`src/rtl/tmbp_pkg.sv`:
```
// Shared constants, types and register codes for the trimmed-mean PWM block.
`default_nettype none

package tmbp_pkg;

   // Sample and window sizing
   localparam int SAMPLE_BITS = 12;
   localparam int MAX_WINDOW  = 32;
   localparam int MIN_WINDOW  = 3;
   localparam int COUNT_BITS  = $clog2(MAX_WINDOW + 1);
   localparam int SUM_BITS    = SAMPLE_BITS + $clog2(MAX_WINDOW);
   localparam int DEN_BITS    = $clog2(MAX_WINDOW - 1);
   localparam int STEP_BITS   = $clog2(SUM_BITS + 1);

   // Configuration register widths and reset values
   localparam int CFG_COUNT_BITS = 6;
   localparam int PERIOD_BITS    = 12;
   localparam int CSR_DATA_BITS  = 12;
   localparam int CSR_INDEX_BITS = 2;
   localparam logic [CFG_COUNT_BITS-1:0] COUNT_RESET  = CFG_COUNT_BITS'(10);
   localparam logic [PERIOD_BITS-1:0]    PERIOD_RESET = PERIOD_BITS'(512);

   // Result field widths
   localparam int FILT_BITS  = 12;
   localparam int DUTY_BITS  = 7;
   localparam int CMP_BITS   = 13;
   localparam int BAR_BITS   = 6;
   localparam int LEVEL_BITS = 3;
   localparam int LED_LEVELS = 6;

   // Constant dividers as reciprocal multiplies: floor(x * R / 2^S)
   // mean / 40 over the full quotient; a cut window can push the mean past 12 bits
   localparam int DUTY_FULL_BITS  = 12;
   localparam int DUTY_RECIP      = 104858;
   localparam int DUTY_RECIP_BITS = 17;
   localparam int DUTY_SHIFT      = 22;
   localparam int DUTY_PROD_BITS  = SUM_BITS + DUTY_RECIP_BITS;
   // mean / 700, only needed below the first dark level
   localparam int LEVEL_STEP       = 700;
   localparam int LEVEL_LIMIT      = LED_LEVELS * LEVEL_STEP;
   localparam int LEVEL_IN_BITS    = 13;
   localparam int LEVEL_RECIP      = 1498;
   localparam int LEVEL_RECIP_BITS = 11;
   localparam int LEVEL_SHIFT      = 20;
   localparam int LEVEL_PROD_BITS  = LEVEL_IN_BITS + LEVEL_RECIP_BITS;
   // (period * duty) / 100
   localparam int PROD_BITS      = PERIOD_BITS + DUTY_FULL_BITS;
   localparam int CMP_RECIP      = 21474837;
   localparam int CMP_RECIP_BITS = 25;
   localparam int CMP_SHIFT      = 31;
   localparam int CMP_PROD_BITS  = PROD_BITS + CMP_RECIP_BITS;

   // Register indexes
   typedef enum logic [CSR_INDEX_BITS-1:0] {
      REG_SAMPLE_COUNT = 2'd0,
      REG_PWM_PERIOD   = 2'd1
   } reg_index_type;

   // Sequencer states
   typedef enum logic [2:0] {
      ST_IDLE,
      ST_CHECK,
      ST_DIV,
      ST_SCALE,
      ST_CMP_MUL,
      ST_OUT
   } state_type;

   // Accumulator control and status
   typedef struct packed {
      logic take;
      logic clear;
   } acc_ctrl_type;

   typedef struct packed {
      logic [COUNT_BITS-1:0]  count;
      logic [SUM_BITS-1:0]    sum;
      logic [SAMPLE_BITS-1:0] min;
      logic [SAMPLE_BITS-1:0] max;
   } acc_stat_type;

   // Divider control and status
   typedef struct packed {
      logic                start;
      logic [SUM_BITS-1:0] dividend;
      logic [DEN_BITS-1:0] divisor;
   } div_ctrl_type;

   typedef struct packed {
      logic                busy;
      logic                done;
      logic [SUM_BITS-1:0] quotient;
   } div_stat_type;

endpackage

`default_nettype wire

```
`src/rtl/tmbp_if.sv`:
```
// Request and response channel interfaces for the trimmed-mean PWM block.
`default_nettype none

interface tmbp_req_if;
   logic                             valid;
   logic                             ready;
   logic [tmbp_pkg::SAMPLE_BITS-1:0] sample;

   modport source (output valid, output sample, input ready);
   modport sink   (input valid, input sample, output ready);
endinterface

interface tmbp_rsp_if;
   logic                            valid;
   logic                            ready;
   logic [tmbp_pkg::FILT_BITS-1:0]  filtered_value;
   logic [tmbp_pkg::DUTY_BITS-1:0]  duty_percent;
   logic [tmbp_pkg::CMP_BITS-1:0]   pwm_compare;
   logic [tmbp_pkg::BAR_BITS-1:0]   led_bar;

   modport source (output valid, output filtered_value, output duty_percent,
                   output pwm_compare, output led_bar, input ready);
   modport sink   (input valid, input filtered_value, input duty_percent,
                   input pwm_compare, input led_bar, output ready);
endinterface

`default_nettype wire

```
`src/rtl/tmbp_accum.sv`:
```
// Window accumulator: running sum, minimum, maximum and sample count.
`default_nettype none

module tmbp_accum (
   input  wire                              clock,
   input  wire                              reset,
   input  tmbp_pkg::acc_ctrl_type           ctrl,
   input  wire [tmbp_pkg::SAMPLE_BITS-1:0]  sample,
   output tmbp_pkg::acc_stat_type           stat
);

   logic [tmbp_pkg::COUNT_BITS-1:0]  count_ff, count_in;
   logic [tmbp_pkg::SUM_BITS-1:0]    sum_ff, sum_in;
   logic [tmbp_pkg::SAMPLE_BITS-1:0] min_ff, min_in;
   logic [tmbp_pkg::SAMPLE_BITS-1:0] max_ff, max_in;

   // Next window state
   always_comb begin
      count_in = count_ff;
      sum_in   = sum_ff;
      min_in   = min_ff;
      max_in   = max_ff;
      if (ctrl.clear) begin
         count_in = '0;
         sum_in   = '0;
         min_in   = '1;
         max_in   = '0;
      end else if (ctrl.take) begin
         count_in = count_ff + tmbp_pkg::COUNT_BITS'(1);
         sum_in   = sum_ff + tmbp_pkg::SUM_BITS'(sample);
         if (sample < min_ff) min_in = sample;
         if (sample > max_ff) max_in = sample;
      end
   end

   always_ff @(posedge clock) begin
      if (reset) begin
         count_ff <= '0;
         sum_ff   <= '0;
         min_ff   <= '1;
         max_ff   <= '0;
      end else begin
         count_ff <= count_in;
         sum_ff   <= sum_in;
         min_ff   <= min_in;
         max_ff   <= max_in;
      end
   end

   assign stat.count = count_ff;
   assign stat.sum   = sum_ff;
   assign stat.min   = min_ff;
   assign stat.max   = max_ff;

endmodule

`default_nettype wire

```
`src/rtl/tmbp_div.sv`:
```
// Serial restoring divider, one quotient bit per cycle.
`default_nettype none

module tmbp_div (
   input  wire                     clock,
   input  wire                     reset,
   input  tmbp_pkg::div_ctrl_type  ctrl,
   output tmbp_pkg::div_stat_type  stat
);

   logic [tmbp_pkg::DEN_BITS-1:0]  rem_ff, rem_in;
   logic [tmbp_pkg::SUM_BITS-1:0]  quo_ff, quo_in;
   logic [tmbp_pkg::DEN_BITS-1:0]  den_ff, den_in;
   logic [tmbp_pkg::STEP_BITS-1:0] step_ff, step_in;
   logic                           busy_ff, busy_in;
   logic                           done_ff, done_in;

   logic [tmbp_pkg::DEN_BITS:0]    shifted;
   logic [tmbp_pkg::DEN_BITS:0]    diff;
   logic                           fits;

   // One trial subtraction per step
   assign shifted = {rem_ff, quo_ff[tmbp_pkg::SUM_BITS-1]};
   assign diff    = shifted - {1'b0, den_ff};
   assign fits    = (shifted >= {1'b0, den_ff});

   always_comb begin
      rem_in  = rem_ff;
      quo_in  = quo_ff;
      den_in  = den_ff;
      step_in = step_ff;
      busy_in = busy_ff;
      done_in = 1'b0;
      if (ctrl.start) begin
         rem_in  = '0;
         quo_in  = ctrl.dividend;
         den_in  = ctrl.divisor;
         step_in = tmbp_pkg::STEP_BITS'(tmbp_pkg::SUM_BITS);
         busy_in = 1'b1;
      end else if (busy_ff) begin
         rem_in  = fits ? diff[tmbp_pkg::DEN_BITS-1:0] : shifted[tmbp_pkg::DEN_BITS-1:0];
         quo_in  = {quo_ff[tmbp_pkg::SUM_BITS-2:0], fits};
         step_in = step_ff - tmbp_pkg::STEP_BITS'(1);
         if (step_ff == tmbp_pkg::STEP_BITS'(1)) begin
            busy_in = 1'b0;
            done_in = 1'b1;
         end
      end
   end

   // Control state
   always_ff @(posedge clock) begin
      if (reset) begin
         step_ff <= '0;
         busy_ff <= 1'b0;
         done_ff <= 1'b0;
      end else begin
         step_ff <= step_in;
         busy_ff <= busy_in;
         done_ff <= done_in;
      end
   end

   // Datapath
   always_ff @(posedge clock) begin
      rem_ff <= rem_in;
      quo_ff <= quo_in;
      den_ff <= den_in;
   end

   assign stat.busy     = busy_ff;
   assign stat.done     = done_ff;
   assign stat.quotient = quo_ff;

endmodule

`default_nettype wire

```
`src/rtl/trimmed_mean_bar_pwm.sv`:
```
// A sample that does not close a window passes through accept (idle) and count check.
// A window-closing sample then goes through the divider, by the window length less two,
// then scale, compare multiply and output; the output state waits for a free response slot.
// A new sample is taken only in idle, after the previous one is through.
// Reset (synchronous): sample_count 10, pwm_period 512, empty window, no response.
// Top level: trimmed-mean filter with PWM duty, compare value and LED bar.
`default_nettype none

module trimmed_mean_bar_pwm (
   input  wire                                 clock,
   input  wire                                 reset,
   tmbp_req_if.sink                            req_ch,
   tmbp_rsp_if.source                          rsp_ch,
   input  wire                                 csr_we,
   input  wire [tmbp_pkg::CSR_INDEX_BITS-1:0]  csr_index,
   input  wire [tmbp_pkg::CSR_DATA_BITS-1:0]   csr_wdata
);

   // Configuration registers
   logic [tmbp_pkg::CFG_COUNT_BITS-1:0] sample_count_ff;
   logic [tmbp_pkg::PERIOD_BITS-1:0]    pwm_period_ff;

   always_ff @(posedge clock) begin
      if (reset) begin
         sample_count_ff <= tmbp_pkg::COUNT_RESET;
         pwm_period_ff   <= tmbp_pkg::PERIOD_RESET;
      end else if (csr_we) begin
         unique case (csr_index)
            tmbp_pkg::REG_SAMPLE_COUNT:
               sample_count_ff <= csr_wdata[tmbp_pkg::CFG_COUNT_BITS-1:0];
            tmbp_pkg::REG_PWM_PERIOD:
               pwm_period_ff <= csr_wdata[tmbp_pkg::PERIOD_BITS-1:0];
            default: ;
         endcase
      end
   end

   // Effective window length, clamped to MIN_WINDOW..MAX_WINDOW
   logic [tmbp_pkg::COUNT_BITS-1:0] n_eff;

   always_comb begin
      if (sample_count_ff < tmbp_pkg::CFG_COUNT_BITS'(tmbp_pkg::MIN_WINDOW)) begin
         n_eff = tmbp_pkg::COUNT_BITS'(tmbp_pkg::MIN_WINDOW);
      end else if (32'(sample_count_ff) > 32'(tmbp_pkg::MAX_WINDOW)) begin
         n_eff = tmbp_pkg::COUNT_BITS'(tmbp_pkg::MAX_WINDOW);
      end else begin
         n_eff = tmbp_pkg::COUNT_BITS'(sample_count_ff);
      end
   end

   // Sub-units
   tmbp_pkg::acc_ctrl_type acc_ctrl;
   tmbp_pkg::acc_stat_type acc_stat;
   tmbp_pkg::div_ctrl_type div_ctrl;
   tmbp_pkg::div_stat_type div_stat;

   tmbp_accum u_accum (
      .clock  (clock),
      .reset  (reset),
      .ctrl   (acc_ctrl),
      .sample (req_ch.sample),
      .stat   (acc_stat)
   );

   tmbp_div u_div (
      .clock (clock),
      .reset (reset),
      .ctrl  (div_ctrl),
      .stat  (div_stat)
   );

   // Sequencer and datapath registers
   tmbp_pkg::state_type                 state_ff, state_in;
   logic [tmbp_pkg::COUNT_BITS-1:0]     n_ff;
   logic [tmbp_pkg::FILT_BITS-1:0]      mean_ff;
   logic [tmbp_pkg::DUTY_FULL_BITS-1:0] duty_ff;
   logic [tmbp_pkg::BAR_BITS-1:0]       bar_ff;
   logic [tmbp_pkg::PROD_BITS-1:0]      prod_ff;
   logic                                rsp_valid_ff, rsp_valid_in;
   logic [tmbp_pkg::FILT_BITS-1:0]      rsp_filt_ff;
   logic [tmbp_pkg::DUTY_BITS-1:0]      rsp_duty_ff;
   logic [tmbp_pkg::CMP_BITS-1:0]       rsp_cmp_ff;
   logic [tmbp_pkg::BAR_BITS-1:0]       rsp_bar_ff;

   logic take_req;
   logic load_scale;
   logic load_prod;
   logic load_rsp;

   // Scaling arithmetic
   logic [tmbp_pkg::FILT_BITS-1:0]       mean_q;
   logic [tmbp_pkg::DUTY_PROD_BITS-1:0]  duty_prod;
   logic [tmbp_pkg::LEVEL_PROD_BITS-1:0] level_prod;
   logic [tmbp_pkg::LEVEL_BITS-1:0]      level;
   logic                                 level_ok;
   logic [tmbp_pkg::BAR_BITS-1:0]        bar;
   logic [tmbp_pkg::CMP_PROD_BITS-1:0]   cmp_prod;

   // Duty and the level range check work on the full quotient; the filtered field is cut
   assign mean_q     = div_stat.quotient[tmbp_pkg::FILT_BITS-1:0];
   assign duty_prod  = tmbp_pkg::DUTY_PROD_BITS'(div_stat.quotient)
                     * tmbp_pkg::DUTY_PROD_BITS'(tmbp_pkg::DUTY_RECIP);
   assign level_ok   = (div_stat.quotient < tmbp_pkg::SUM_BITS'(tmbp_pkg::LEVEL_LIMIT));
   assign level_prod = tmbp_pkg::LEVEL_PROD_BITS'(div_stat.quotient[tmbp_pkg::LEVEL_IN_BITS-1:0])
                     * tmbp_pkg::LEVEL_PROD_BITS'(tmbp_pkg::LEVEL_RECIP);
   assign level      = level_prod[tmbp_pkg::LEVEL_SHIFT +: tmbp_pkg::LEVEL_BITS];
   assign cmp_prod   = tmbp_pkg::CMP_PROD_BITS'(prod_ff)
                     * tmbp_pkg::CMP_PROD_BITS'(tmbp_pkg::CMP_RECIP);

   // Thermometer bar: LEDs 0..level lit, dark when level is out of range
   always_comb begin
      for (int i = 0; i < tmbp_pkg::BAR_BITS; i++) begin
         bar[i] = level_ok && (i <= 32'(level));
      end
   end

   // Next state and controls
   always_comb begin
      state_in       = state_ff;
      acc_ctrl.take  = 1'b0;
      acc_ctrl.clear = 1'b0;
      div_ctrl.start = 1'b0;
      // Trimmed numerator and divisor for the divider
      div_ctrl.dividend = acc_stat.sum
                        - tmbp_pkg::SUM_BITS'(acc_stat.min)
                        - tmbp_pkg::SUM_BITS'(acc_stat.max);
      div_ctrl.divisor  = tmbp_pkg::DEN_BITS'(n_ff - tmbp_pkg::COUNT_BITS'(2));
      take_req       = 1'b0;
      load_scale     = 1'b0;
      load_prod      = 1'b0;
      load_rsp       = 1'b0;
      unique case (state_ff)
         tmbp_pkg::ST_IDLE: begin
            if (req_ch.valid) begin
               take_req      = 1'b1;
               acc_ctrl.take = 1'b1;
               state_in      = tmbp_pkg::ST_CHECK;
            end
         end
         tmbp_pkg::ST_CHECK: begin
            if (acc_stat.count >= n_ff) begin
               div_ctrl.start = 1'b1;
               acc_ctrl.clear = 1'b1;
               state_in       = tmbp_pkg::ST_DIV;
            end else begin
               state_in = tmbp_pkg::ST_IDLE;
            end
         end
         tmbp_pkg::ST_DIV: begin
            if (div_stat.done) state_in = tmbp_pkg::ST_SCALE;
         end
         tmbp_pkg::ST_SCALE: begin
            load_scale = 1'b1;
            state_in   = tmbp_pkg::ST_CMP_MUL;
         end
         tmbp_pkg::ST_CMP_MUL: begin
            load_prod = 1'b1;
            state_in  = tmbp_pkg::ST_OUT;
         end
         tmbp_pkg::ST_OUT: begin
            if (!rsp_valid_ff || rsp_ch.ready) begin
               load_rsp = 1'b1;
               state_in = tmbp_pkg::ST_IDLE;
            end
         end
         default: state_in = tmbp_pkg::ST_IDLE;
      endcase
   end

   // Response valid: set on load, dropped once taken
   always_comb begin
      rsp_valid_in = rsp_valid_ff;
      if (load_rsp) begin
         rsp_valid_in = 1'b1;
      end else if (rsp_ch.ready) begin
         rsp_valid_in = 1'b0;
      end
   end

   always_ff @(posedge clock) begin
      if (reset) begin
         state_ff     <= tmbp_pkg::ST_IDLE;
         rsp_valid_ff <= 1'b0;
      end else begin
         state_ff     <= state_in;
         rsp_valid_ff <= rsp_valid_in;
      end
   end

   // Payload registers
   always_ff @(posedge clock) begin
      if (take_req) n_ff <= n_eff;
      if (load_scale) begin
         mean_ff <= mean_q;
         duty_ff <= duty_prod[tmbp_pkg::DUTY_SHIFT +: tmbp_pkg::DUTY_FULL_BITS];
         bar_ff  <= bar;
      end
      if (load_prod) begin
         prod_ff <= tmbp_pkg::PROD_BITS'(pwm_period_ff) * tmbp_pkg::PROD_BITS'(duty_ff);
      end
      if (load_rsp) begin
         rsp_filt_ff <= mean_ff;
         rsp_duty_ff <= duty_ff[tmbp_pkg::DUTY_BITS-1:0];
         rsp_cmp_ff  <= cmp_prod[tmbp_pkg::CMP_SHIFT +: tmbp_pkg::CMP_BITS];
         rsp_bar_ff  <= bar_ff;
      end
   end

   assign req_ch.ready          = (state_ff == tmbp_pkg::ST_IDLE);
   assign rsp_ch.valid          = rsp_valid_ff;
   assign rsp_ch.filtered_value = rsp_filt_ff;
   assign rsp_ch.duty_percent   = rsp_duty_ff;
   assign rsp_ch.pwm_compare    = rsp_cmp_ff;
   assign rsp_ch.led_bar        = rsp_bar_ff;

   // Divider only finishes while the sequencer waits on it
   a_div_done_in_div: assert property (@(posedge clock) disable iff (reset)
      div_stat.done |-> (state_ff == tmbp_pkg::ST_DIV))
      else $error("divider finished outside divide state");

   // Window count never runs past the largest window
   a_count_bound: assert property (@(posedge clock) disable iff (reset)
      acc_stat.count <= tmbp_pkg::COUNT_BITS'(tmbp_pkg::MAX_WINDOW))
      else $error("window count past maximum");

   // Closing a window leaves the accumulator empty
   a_window_cleared: assert property (@(posedge clock) disable iff (reset)
      (state_ff == tmbp_pkg::ST_CHECK && state_in == tmbp_pkg::ST_DIV)
      |=> (acc_stat.count == '0 && acc_stat.sum == '0))
      else $error("window not cleared at close");

   // A stalled response keeps its valid and payload
   a_rsp_hold: assert property (@(posedge clock) disable iff (reset)
      (rsp_valid_ff && !rsp_ch.ready)
      |=> (rsp_valid_ff && $stable(rsp_filt_ff) && $stable(rsp_duty_ff)
           && $stable(rsp_cmp_ff) && $stable(rsp_bar_ff)))
      else $error("stalled response changed");

endmodule

`default_nettype wire
```
`src/flat_wrapper.sv`:
```
// flat-port wrapper written by rule: the top's interface ports become plain ports
module trimmed_mean_bar_pwm_flat 
  (clock, reset, csr_we, csr_index, csr_wdata, req_ch_valid, req_ch_sample, req_ch_ready, rsp_ch_valid, rsp_ch_filtered_value, rsp_ch_duty_percent, rsp_ch_pwm_compare, rsp_ch_led_bar, rsp_ch_ready);
  tmbp_req_if req_ch_i ();
  tmbp_rsp_if rsp_ch_i ();
  input  wire clock;
  input  wire reset;
  input  wire csr_we;
  input  wire [tmbp_pkg::CSR_INDEX_BITS-1:0] csr_index;
  input  wire [tmbp_pkg::CSR_DATA_BITS-1:0] csr_wdata;
  input wire logic [$bits(req_ch_i.valid)-1:0] req_ch_valid;
  input wire logic [$bits(req_ch_i.sample)-1:0] req_ch_sample;
  output wire logic [$bits(req_ch_i.ready)-1:0] req_ch_ready;
  output wire logic [$bits(rsp_ch_i.valid)-1:0] rsp_ch_valid;
  output wire logic [$bits(rsp_ch_i.filtered_value)-1:0] rsp_ch_filtered_value;
  output wire logic [$bits(rsp_ch_i.duty_percent)-1:0] rsp_ch_duty_percent;
  output wire logic [$bits(rsp_ch_i.pwm_compare)-1:0] rsp_ch_pwm_compare;
  output wire logic [$bits(rsp_ch_i.led_bar)-1:0] rsp_ch_led_bar;
  input wire logic [$bits(rsp_ch_i.ready)-1:0] rsp_ch_ready;
  assign req_ch_i.valid = req_ch_valid;
  assign req_ch_i.sample = req_ch_sample;
  assign req_ch_ready = req_ch_i.ready;
  assign rsp_ch_valid = rsp_ch_i.valid;
  assign rsp_ch_filtered_value = rsp_ch_i.filtered_value;
  assign rsp_ch_duty_percent = rsp_ch_i.duty_percent;
  assign rsp_ch_pwm_compare = rsp_ch_i.pwm_compare;
  assign rsp_ch_led_bar = rsp_ch_i.led_bar;
  assign rsp_ch_i.ready = rsp_ch_ready;
  trimmed_mean_bar_pwm u_core (.clock(clock), .reset(reset), .req_ch(req_ch_i), .rsp_ch(rsp_ch_i), .csr_we(csr_we), .csr_index(csr_index), .csr_wdata(csr_wdata));
endmodule
```
`config.mk`:
```
export PLATFORM = sky130hd
export DESIGN_NAME = trimmed_mean_bar_pwm_flat
export DESIGN_NICKNAME = d
export VERILOG_FILES = /design/src/rtl/tmbp_pkg.sv /design/src/rtl/tmbp_if.sv /design/src/rtl/tmbp_accum.sv /design/src/rtl/tmbp_div.sv /design/src/rtl/trimmed_mean_bar_pwm.sv /design/src/flat_wrapper.sv
export SDC_FILE = /design/constraint.sdc
export NUM_CORES = 2
export LEC_CHECK = 0
export ABC_AREA = 1
export CORE_ASPECT_RATIO = 1.25
export CORE_MARGIN = 3
export CORE_UTILIZATION = 34
export CTS_BUF_LIST = sky130_fd_sc_hd__clkbuf_16
export DETAILED_ROUTE_END_ITERATION = 16
export DONT_BUFFER_PORTS = 1
export GPL_TIMING_DRIVEN = 0
export PLACE_DENSITY = 0.46
export SYNTH_ARGS = -nofsm -noshare
export SYNTH_HDL_FRONTEND = slang
export SYNTH_SLANG_ARGS = --single-unit
```
`constraint.sdc`:
```
create_clock -name clock -period 5.9 [get_ports clock]
set_input_delay 0.59 -clock clock [delete_from_list [all_inputs] [get_ports clock]]
set_output_delay 0.59 -clock clock [all_outputs]
set_load 0.02 [all_outputs]
```
==> impl_metrics.tcl <==
set metrics [dict create \
    cts.reportedPaths.clkPinSlew_ps 70 \
    drt_iter0_markers 837 \
    start_util 0.345 \
    reg2regPathDepth 21 \
    synthFlopType "edfxtp_1" \
    hold_class "in2reg" \
    syn_nets 4720 \
    switching_power_mw 2.06 \
    final-max-slew-violation-count 0 \
    ys_warn_count 0 \
    p_clk_frac 0.292 \
    synth-async-reset-ratio 0 \
    ys_top_cells_by_count "915 x inv_1, 644 x nand2_1, 548 x ha_1, 448 x fa_1, 233 x nor2_1" \
    synthTopCellsByArea "fa_1 28%, ha_1 22%, edfxtp_1 11%, inv_1 11%, nand2_1 7.6%" \
    pin_count 71 \
    internal-power_mw 3.28 \
    coreArea_um2 92200 \
    endpoint_kind "register" \
    path_max_fanout 6 \
    tritoncts "yes" \
    path_cells "buf_6 -> fa_2 -> fa_1 -> inv_2 -> fa_2 -> inv_2 -> fa_1 -> fa_2 -> fa_1 -> inv_2 -> fa_2 -> inv_2 -> ha_4 -> nand2_8 -> nor2_4 -> buf_4 -> nand3_1 -> nand3_1 -> nand2_1 -> nand4_1 -> nand2_1" \
    grt.total_usage 0.186 \
    h-tree-depth 1 \
    cts_root_buffer "clkbuf_16" \
    clockBufferDepth 3 \
    dp_hpwl_mm 77.0 \
    dr.pass1.iters 5 \
    critPathKind "reg2reg" \
    fin_crit_sh 0.994 \
    critical_path_required_ps 6220 \
    placementRows 124 \
    rsz0062_at_grt "true" \
    status "finished clean" \
    switching_share 0.386 \
    drt_wl_total_mm 89.8 \
    gp_congestion 0.881 \
    crit_arrival_ps 6180 \
    critPathLaunchType "register" \
    hold_viol 0 \
    clk_latency_ps 570 \
    power_mw 5.34 \
    worstMarginPinSlew_ps 1100 \
    cts_hold_buffers 0 \
    drcViolationCount 0 \
    drv_cap 0 \
    relSlewSlack 0.261 \
    area_delta_synth_final_pct 12.6 \
    finClkSkew_ps 15.2 \
    ir_drop_v 0.000192 \
    holdPathStages 2 \
    min_period_ps 5870 \
    wl_per_cell_um 17.8 \
    first_global_vias 25100 \
    ant_nets 0 \
    fmax_ghz 0.170 \
    min_to "u_core.pwm_period_ff[9]" \
    setup_violations 0 \
    critical_path.slowest_cell "fa_2" \
    pwr-share-seq 0.301 \
    final_nets 4857 \
    grt_pass1_wl_mm 141 \
    fin_util 0.389 \
    cts.sinks 201 \
    rrSetupSlack_ps 30 \
    fp.dieW_um 280 \
    cellPowerDensity_nw_per_um2 149 \
    p_leak_nw 18.4 \
    p_comb_frac 0.407 \
    die-area_um2 97400 \
    ys_seq_elements 201 \
    rr_startpoint "u_core.prod_ff[8]" \
    grt-ovfl-total 0 \
    yosysSeqAreaShare 0.164 \
    die_h_um 348 \
    viasPerCell 4.69 \
    min-delay-start "csr_wdata[9]" \
    r2r-end "u_core.rsp_ch.pwm_compare[11]" \
    critical-path-max-stage-delay_ps 590 \
    layout-drive-gt1-share 0.0863 \
    num_antenna_cells 0 \
    grt_antenna_before_repair 1 \
    yosysMostFrequentCell "inv_1" \
    synth_top_cell_by_area "fa_1" \
    ys_types 48 \
    portBuffers 0 \
    vias 23700 \
    synth_top_area_frac 0.282 \
    cts-buffers-inserted 24 \
    avgSynthCellArea_um2 8.62 \
    synthCells 3693 \
    synth-edff-count 120 \
    synth_area_um2 31800 \
    grt_max_degree 28 \
]
[metal layers]
| layer | share of wire | global-route usage | wire (um) |
|---|---|---|---|
| met4 | 0.031 | 0.0491 | 2760 |
| met3 | 0.022 | 0.0159 | 1970 |
| met1 | 0.40 | 0.215 | 36200 |
| met5 | 0.00022 | 0 | 20 |
| met2 | 0.54 | 0.365 | 48900 |
[how the worst max path moves through the flow]
stage                                  from                             to  cells after the start
after detailed placement  u_core.prod_ff[9]  u_core.rsp_ch.pwm_compare[11]                     20
final                     u_core.prod_ff[8]  u_core.rsp_ch.pwm_compare[11]                     21
after global routing      u_core.prod_ff[3]  u_core.rsp_ch.pwm_compare[12]                     23
after CTS                 u_core.prod_ff[7]  u_core.rsp_ch.pwm_compare[11]                     18
after global placement    u_core.prod_ff[9]  u_core.rsp_ch.pwm_compare[11]                     20
after floorplan           u_core.prod_ff[7]   u_core.rsp_ch.pwm_compare[5]                     20
[power groups by stage]
stage | Combinational [mW] | Clock (mW) | Sequential, mW
finish | 2.17 | 1.56 | 1.60
global placement | 2.10 | 0 | 1.64
global route | 2.49 | 1.68 | 1.61
CTS | 2.14 | 1.63 | 1.61
floorplan | 1.53 | 0 | 1.62
detailed placement | 2.09 | 0 | 1.64
[kinds of logic after synthesis]
group / share of synthesized area
compound gates: 0.0672
fa+ha+maj: 0.497
buf+inv: 0.116
xor+xnor: 0.0184
simple gates: 0.138
flops: 0.164
[per-stage QoR]
| step | hold WS, ps | TNS (ps) | setup WS (ps) | instance area, um2 | instances |
|---|---|---|---|---|---|
| floorplan | 400 | 0 | 224 | 31800 | 3693 |
| global placement | 404 | -22810 | -658 | 33300 | 4890 |
| detailed placement | 407 | -9180 | -591 | 33400 | 4896 |
| CTS | 98.4 | -112 | -61.9 | 34900 | 4988 |
| global route | 113 | -391 | -78.1 | 35900 | 5045 |
| finish | 139 | 0 | 33.4 | 35900 | 5045 |
[worst max-delay path, delay by kind of cell (launching register included)]
family                   cells  cell delay [ps]
adder cells (fa/ha/maj)      8             3980
AND/OR/NAND/NOR              7              720
flip-flops                   1              440
buffers and inverters        6              470
[state kept, by name, indices dropped and copies added (netlist names)]
register                      count
u_core.rsp_ch.duty_percent        7
u_core.u_div.step_ff              5
u_core.prod_ff                   24
u_core.u_div.den_ff               5
u_core.u_accum.max_ff            12
u_core.rsp_ch.filtered_value     12
u_core.n_ff                       6
u_core.rsp_ch.valid               1
u_core.sample_count_ff            6
u_core.u_div.quo_ff              17
u_core.u_accum.count_ff           6
u_core.mean_ff                   12
u_core.u_div.done_ff              1
u_core.u_div.busy_ff              1
u_core.u_accum.sum_ff            17
u_core.pwm_period_ff             12
u_core.u_div.rem_ff               5
u_core.state_ff                   3
u_core.bar_ff                     6
u_core.rsp_ch.pwm_compare        13
u_core.rsp_ch.led_bar             6
u_core.u_accum.min_ff            12
u_core.duty_ff                   12
[cells in the final DEF, fill, tap and decap left out, drive strengths merged, types with 2 or more instances in the layout]
cell type,instances
o21bai,10
clkinv,10
a21o,13
ha,548
buf,125
or2,7
bufinv,3
nand4,34
nand2,650
nand3,97
nor4,6
nor2,236
a31oi,10
xnor2,27
a211oi,5
o21a,14
o21ai,130
a21oi,193
clkbuf,58
nor3,26
nand3b,7
inv,927
and3,2
o211ai,10
dfxtp,81
a21boi,6
fa,448
edfxtp,120
xor2,40
[final cells by class]
| type | count | area [um2] |
|---|---|---|
| flip-flops and latches | 201 | 5230 |
| repair buffers | 111 | 903 |
| well taps | 1197 | 1500 |
| plain buffers | 47 | 214 |
| clock buffers | 25 | 626 |
| inverters | 922 | 3470 |
| multi-input cells | 2523 | 23700 |
| clock inverters | 19 | 181 |
| fillers | 9690 | 56300 |
[timing repair]
action | CTS | global route
pin swaps | 12 | 78
endpoints found under the setup margin | 25 | 25
buffers inserted | 48 | 57
hold endpoints to repair | 0 | 0
gates resized for setup | 71 | 134
(Power assumes the default switching activity.)
